`src/rtl/core/brp_pkg.sv`:
```
`default_nettype none
package brp_pkg;

    localparam int VALUE_W  = 31;
    localparam int PICKED_W = 30;

    localparam logic [1:0] MODE_LOAD  = 2'd0;
    localparam logic [1:0] MODE_BUILD = 2'd1;
    localparam logic [1:0] MODE_PICK  = 2'd2;
    localparam logic [1:0] MODE_CLEAR = 2'd3;

    localparam logic [1:0] STATUS_OK        = 2'd0;
    localparam logic [1:0] STATUS_FULL      = 2'd1;
    localparam logic [1:0] STATUS_EMPTY     = 2'd2;
    localparam logic [1:0] STATUS_NOT_BUILT = 2'd3;

    // register index of range_size
    localparam logic REG_RANGE_SIZE = 1'b0;

    typedef struct packed {
        logic [1:0]         mode;
        logic [VALUE_W-1:0] value;
    } req_t;

    typedef struct packed {
        logic [PICKED_W-1:0] picked;
        logic [1:0]          status;
    } rsp_t;

endpackage
`default_nettype wire

```
`src/rtl/core/brp_divider.sv`:
```
`default_nettype none
// restoring remainder, one dividend bit per cycle
module brp_divider (
    input  wire logic                           clk,
    input  wire logic                           rst_n,
    input  wire logic                           start,
    input  wire logic [brp_pkg::VALUE_W-1:0]    dividend,
    input  wire logic [brp_pkg::PICKED_W-1:0]   divisor,
    output logic                                done,
    output logic      [brp_pkg::PICKED_W-1:0]   remainder
);

    localparam int CW = $clog2(brp_pkg::VALUE_W + 1);

    logic [brp_pkg::VALUE_W-1:0]  dvd_reg;
    logic [brp_pkg::PICKED_W-1:0] dsr_reg;
    logic [brp_pkg::PICKED_W-1:0] rem_reg;
    logic [CW-1:0]                cnt_reg;
    logic                         busy_reg;
    logic                         done_reg;
    logic [brp_pkg::VALUE_W-1:0]  trial;
    logic [brp_pkg::VALUE_W-1:0]  diff;

    assign trial = {rem_reg, dvd_reg[brp_pkg::VALUE_W-1]};
    assign diff  = trial - {1'b0, dsr_reg};

    always_ff @(posedge clk or negedge rst_n)
    begin
        if (!rst_n)
        begin
            busy_reg <= 1'b0;
            done_reg <= 1'b0;
            cnt_reg  <= '0;
            dvd_reg  <= '0;
            dsr_reg  <= '0;
            rem_reg  <= '0;
        end
        else
        begin
            done_reg <= 1'b0;
            if (start)
            begin
                busy_reg <= 1'b1;
                cnt_reg  <= CW'(brp_pkg::VALUE_W);
                dvd_reg  <= dividend;
                dsr_reg  <= divisor;
                rem_reg  <= '0;
            end
            else if (busy_reg)
            begin
                if (trial >= {1'b0, dsr_reg})
                begin
                    rem_reg <= diff[brp_pkg::PICKED_W-1:0];
                end
                else
                begin
                    rem_reg <= trial[brp_pkg::PICKED_W-1:0];
                end
                dvd_reg <= {dvd_reg[brp_pkg::VALUE_W-2:0], 1'b0};
                cnt_reg <= cnt_reg - CW'(1);
                if (cnt_reg == CW'(1))
                begin
                    busy_reg <= 1'b0;
                    done_reg <= 1'b1;
                end
            end
        end
    end

    assign done      = done_reg;
    assign remainder = rem_reg;

endmodule
`default_nettype wire

```
`config.mk`:
```
export PLATFORM = sky130hd
export DESIGN_NAME = brp_divider
export DESIGN_NICKNAME = d
export VERILOG_FILES = /design/src/rtl/core/brp_pkg.sv /design/src/rtl/core/brp_divider.sv
export SDC_FILE = /design/constraint.sdc
export NUM_CORES = 1
export LEC_CHECK = 0
export BUFFER_PORTS_ARGS = -buffer_cell sky130_fd_sc_hd__buf_2
export CORE_ASPECT_RATIO = 1.1
export CORE_MARGIN = 3
export CORE_UTILIZATION = 62
export CTS_CLUSTER_SIZE = 28
export DETAILED_ROUTE_END_ITERATION = 10
export PLACE_DENSITY = 0.83
export SYNTH_ARGS = -nofsm -noshare
export SYNTH_HDL_FRONTEND = slang
export SYNTH_SLANG_ARGS = --single-unit
export TNS_END_PERCENT = 100
```
`constraint.sdc`:
```
create_clock -name clk -period 7.26 [get_ports clk]
set_input_delay 0 -clock clk [delete_from_list [all_inputs] [get_ports clk]]
set_output_delay 0 -clock clk [all_outputs]
set_load 0.02 [all_outputs]
```
==> flow_summary.rst <==
.. list-table::
   :header-rows: 1

   * - Metric
     - Value
   * - RSZ-0062 raised after global routing
     - false
   * - Critical Path End Type
     - register
   * - Least-Margin Pin Slew
     - 0.827 ns
   * - Layout cell share with drive strength beyond 1
     - 16.2%
   * - Fraction of the cycle the final worst path needs
     - 52.3%
   * - Detailed Route WL
     - ~16,000 µm
   * - Sequential-to-total area share from yosys stat
     - 39.7%
   * - Area inside the core boundary
     - between 9000 and 10,000 µm²
   * - Max-slew violation total from the final report
     - 0
   * - Slowest-stage cell, CP
     - a41oi_4
   * - Clock root cell
     - clkbuf_8
   * - Fin Clk Skew
     - around 0.0089 ns
   * - Endpoints failing setup
     - 0
   * - Share of synthesized registers carrying an async set or reset
     - 100%
   * - Clock Latency Late Sink
     - 0.38 ns
   * - Clock transition at the registers of the reported paths
     - approximately 0.1 ns
   * - Largest net degree at the start of global routing
     - 82
   * - Total clock buffers created by CTS
     - 9
   * - Total Routing Usage GR
     - just under 30%
   * - Total inserted antenna cells
     - 0
   * - Leakage component of the power
     - ~4 nW
   * - Max-slew headroom
     - 44.7%
   * - Biggest fanout along the worst timing path
     - 30
   * - Most common cell after layout, fill and taps aside
     - nand2_1
   * - Die Span X
     - 101 µm
   * - Post-synthesis sequential element count
     - 98
   * - Most frequently used flop master after synthesis
     - dfrtp_1
   * - Buffers plus inverters on the worst setup path
     - 1
   * - Maximum vdd ir drop
     - ~0.00018 V
   * - Pre-antenna DRT Iters
     - 5
   * - Vertical extent of the die
     - 111 µm
   * - Series of cell instances along the critical path
     - ha_1, a21o_1, or3_1, o211ai_1, a31oi_2, a41oi_4, buf_4, mux2_2, mux2i_1, nor2_1
   * - Synthesized-area fraction occupied by xor and xnor cells
     - 3.12%
   * - Nets in the synthesized netlist
     - 805
   * - Mean number of vias per cell
     - 5.80
   * - Area post-placement
     - 6630 µm²
   * - Cell type with the largest total area after synthesis
     - dfrtp_1
   * - Number of H-tree branching levels
     - 3
   * - Hold_ws
     - roughly 0.12 ns
   * - Number of design rule violations left after detail routing
     - 0
   * - Required time of the worst setup path
     - between 7 and 8 ns
   * - Simple-Gate Fraction of Synth Area
     - 15.8%
   * - DRT antenna net count
     - 0
   * - Max Clk Rate
     - 263 MHz
   * - Die outline area
     - about 11,000 µm²
   * - Worst Setup Start Kind
     - register
   * - Synthesized area divided by synthesized cell count
     - 8.73 µm²
   * - Fraction of synthesized area in multiplexers
     - 7.05%
   * - Vias
     - 5,543
   * - Min cycle time layout
     - between 3 and 4 ns
   * - Post-synthesis instance total
     - 708
   * - I/O pin count
     - 95
   * - Starting Density
     - 64.8%
   * - Number of hold violations in the final report
     - 0
   * - Post-Synth Adder-Cell Area
     - 6.80%
   * - First DRT Iteration DRCs
     - around 320
   * - GP Congestion
     - 0.880
   * - Distinct cell type count after synthesis
     - a little under 60
   * - Wire length of the first global-routing pass
     - 26,600 µm
   * - Per-cell routed wire length
     - 16.4 µm
   * - Number of global-route vias before repair
     - 5,657
   * - Synth top area cells
     - dfrtp_1 (40%), ha_1 (6.5%), mux2i_1 (6.3%)
   * - Largest register FFs
     - 31
   * - Number of antenna violations at the first check in global routing
     - 0
   * - Synthesis-to-finish area growth
     - 20.6%
   * - Post-layout net count
     - 930
   * - Kind of cell adding the most delay to the critical path
     - compound AO/OA/AOI/OAI gates
   * - Areal power density over the cells
     - 353 nW/µm²
   * - Sinks on Clock Net
     - 98
   * - Area share of the largest cell type after synthesis
     - 39.7%
   * - TNS Setup
     - 0 ns
   * - Arrival time at the worst endpoint
     - 4.05 ns
   * - Path category of the worst min-delay check
     - in -> async
   * - Total congestion overflow after global routing
     - 0
   * - Warnings from Yosys
     - 0
   * - Main combinational cell family by area after synthesis
     - compound AO/OA/AOI/OAI gates
   * - # Max-Cap Violations
     - 0
   * - Post-layout total power
     - 0.00263 W
   * - Compound-Gate Fraction of Synth Area
     - 21.6%
   * - Count of flip-flops with a built-in enable after synthesis
     - 0
   * - Leading cell types in the layout, fill and taps excluded
     - nand2_1 (102), dfrtp_1 (97), buf_2 (92), o21ai_0 (78), dlygate4sd3_1 (62)
   * - Row Count
     - 37
   * - Critical Path Max Stage Delay
     - between 0.7 and 0.8 ns
   * - Clock tree from TritonCTS
     - built
   * - Netlist area before placement
     - about 6000 µm²
   * - HPWL after detailed placement
     - just under 10,000 µm
   * - Status
     - finished clean
   * - Path type of the worst setup path
     - reg -> reg
   * - PostCTS Resize Cnt
     - 0
   * - Buffers from clock root to sink, at most
     - 2
   * - Post-route cell area
     - 7450 µm²
   * - Number of I/O port buffers
     - 94
## stage by stage
step | util, % | std cells | setup slack, ns
after global placement | 69.5 | 877 | 3.60
after CTS | 78.1 | 955 | 3.47
final | 78.1 | 955 | 3.46
after detailed placement | 69.5 | 877 | 3.51
after floorplan | - | 708 | 4.45
after global routing | 78.1 | 955 | 3.27
## Yosys cell counts, types with 3 or more instances
master    number
nor4_1         3
nand2_1      102
nor3_1        11
nand2b_1      10
mux2_2         4
o21a_1         3
nand4_1        6
a21oi_1       49
mux2i_1       39
inv_1         39
nand3_1        7
or2_2          3
o211a_1        3
a311oi_1       3
a211oi_2       7
nor3b_1        7
xor2_1        12
and3_1         4
a211oi_1      10
nor2b_1        4
nor2_1        54
ha_1          32
a31oi_1        5
a21o_1        18
o211ai_1       8
xnor2_1       10
dfrtp_1       98
a211o_1        3
buf_6          4
buf_2          5
clkbuf_1      32
o21bai_1       3
o21ai_0       78
## final timing paths
path                            slack (ns)  depth (start not counted)         start       endpoint
worst max-delay path                  3.46                         10  remainder[3]   remainder[8]
worst min-delay path                  0.12                          2         rst_n    dsr_reg[10]
worst max register to register        3.46                         10  remainder[3]   remainder[8]
worst min register to register        0.53                          1    dsr_reg[0]     dsr_reg[0]
max in group asynchronous             5.98                          3         rst_n  remainder[25]
min in group clk                      0.16                          2         start  remainder[23]
## kinds of logic (layout without fill, tap and decap cells)
logic type,Yosys count,after routing
compound gates,208,208
flops,98,98
xor+xnor,22,22
buf+inv,85,215
simple gates,219,219
mux,43,43
fa+ha+maj,33,33
## report_power, final
group / leakage (nW) / internal, W / switching, W
clock network: 0.103 / 0.000169 / 0.000199
registers: 1.22 / 0.000649 / 0.0000973
logic: 2.63 / 0.000623 / 0.000896
## area by class of cell
cell class | count | area (µm²)
tap | 117 | 146
fill | 625 | 2080
timing repair buffer | 160 | 1130
multi-input combinational | 525 | 3370
inverter | 39 | 146
clock buffer | 10 | 138
clock inverter | 6 | 65.1
sequential | 98 | 2460
## timing repair
item / 4_1_cts / 5_1_grt
hold buffers: 62 / 0
endpoints found under the hold margin: 100 / 0
buffers inserted: 0 / 0
## layer usage
metal	track usage [%]	vias to the layer above	share of wire (%)
met1	37.0	2638	43
met4	11.3	0	2.5
li1	-	2731	-
met2	49.0	139	50
met3	4.97	35	4.0
met5	0	-	0
Note: power is estimated with default switching activity, not from simulation.
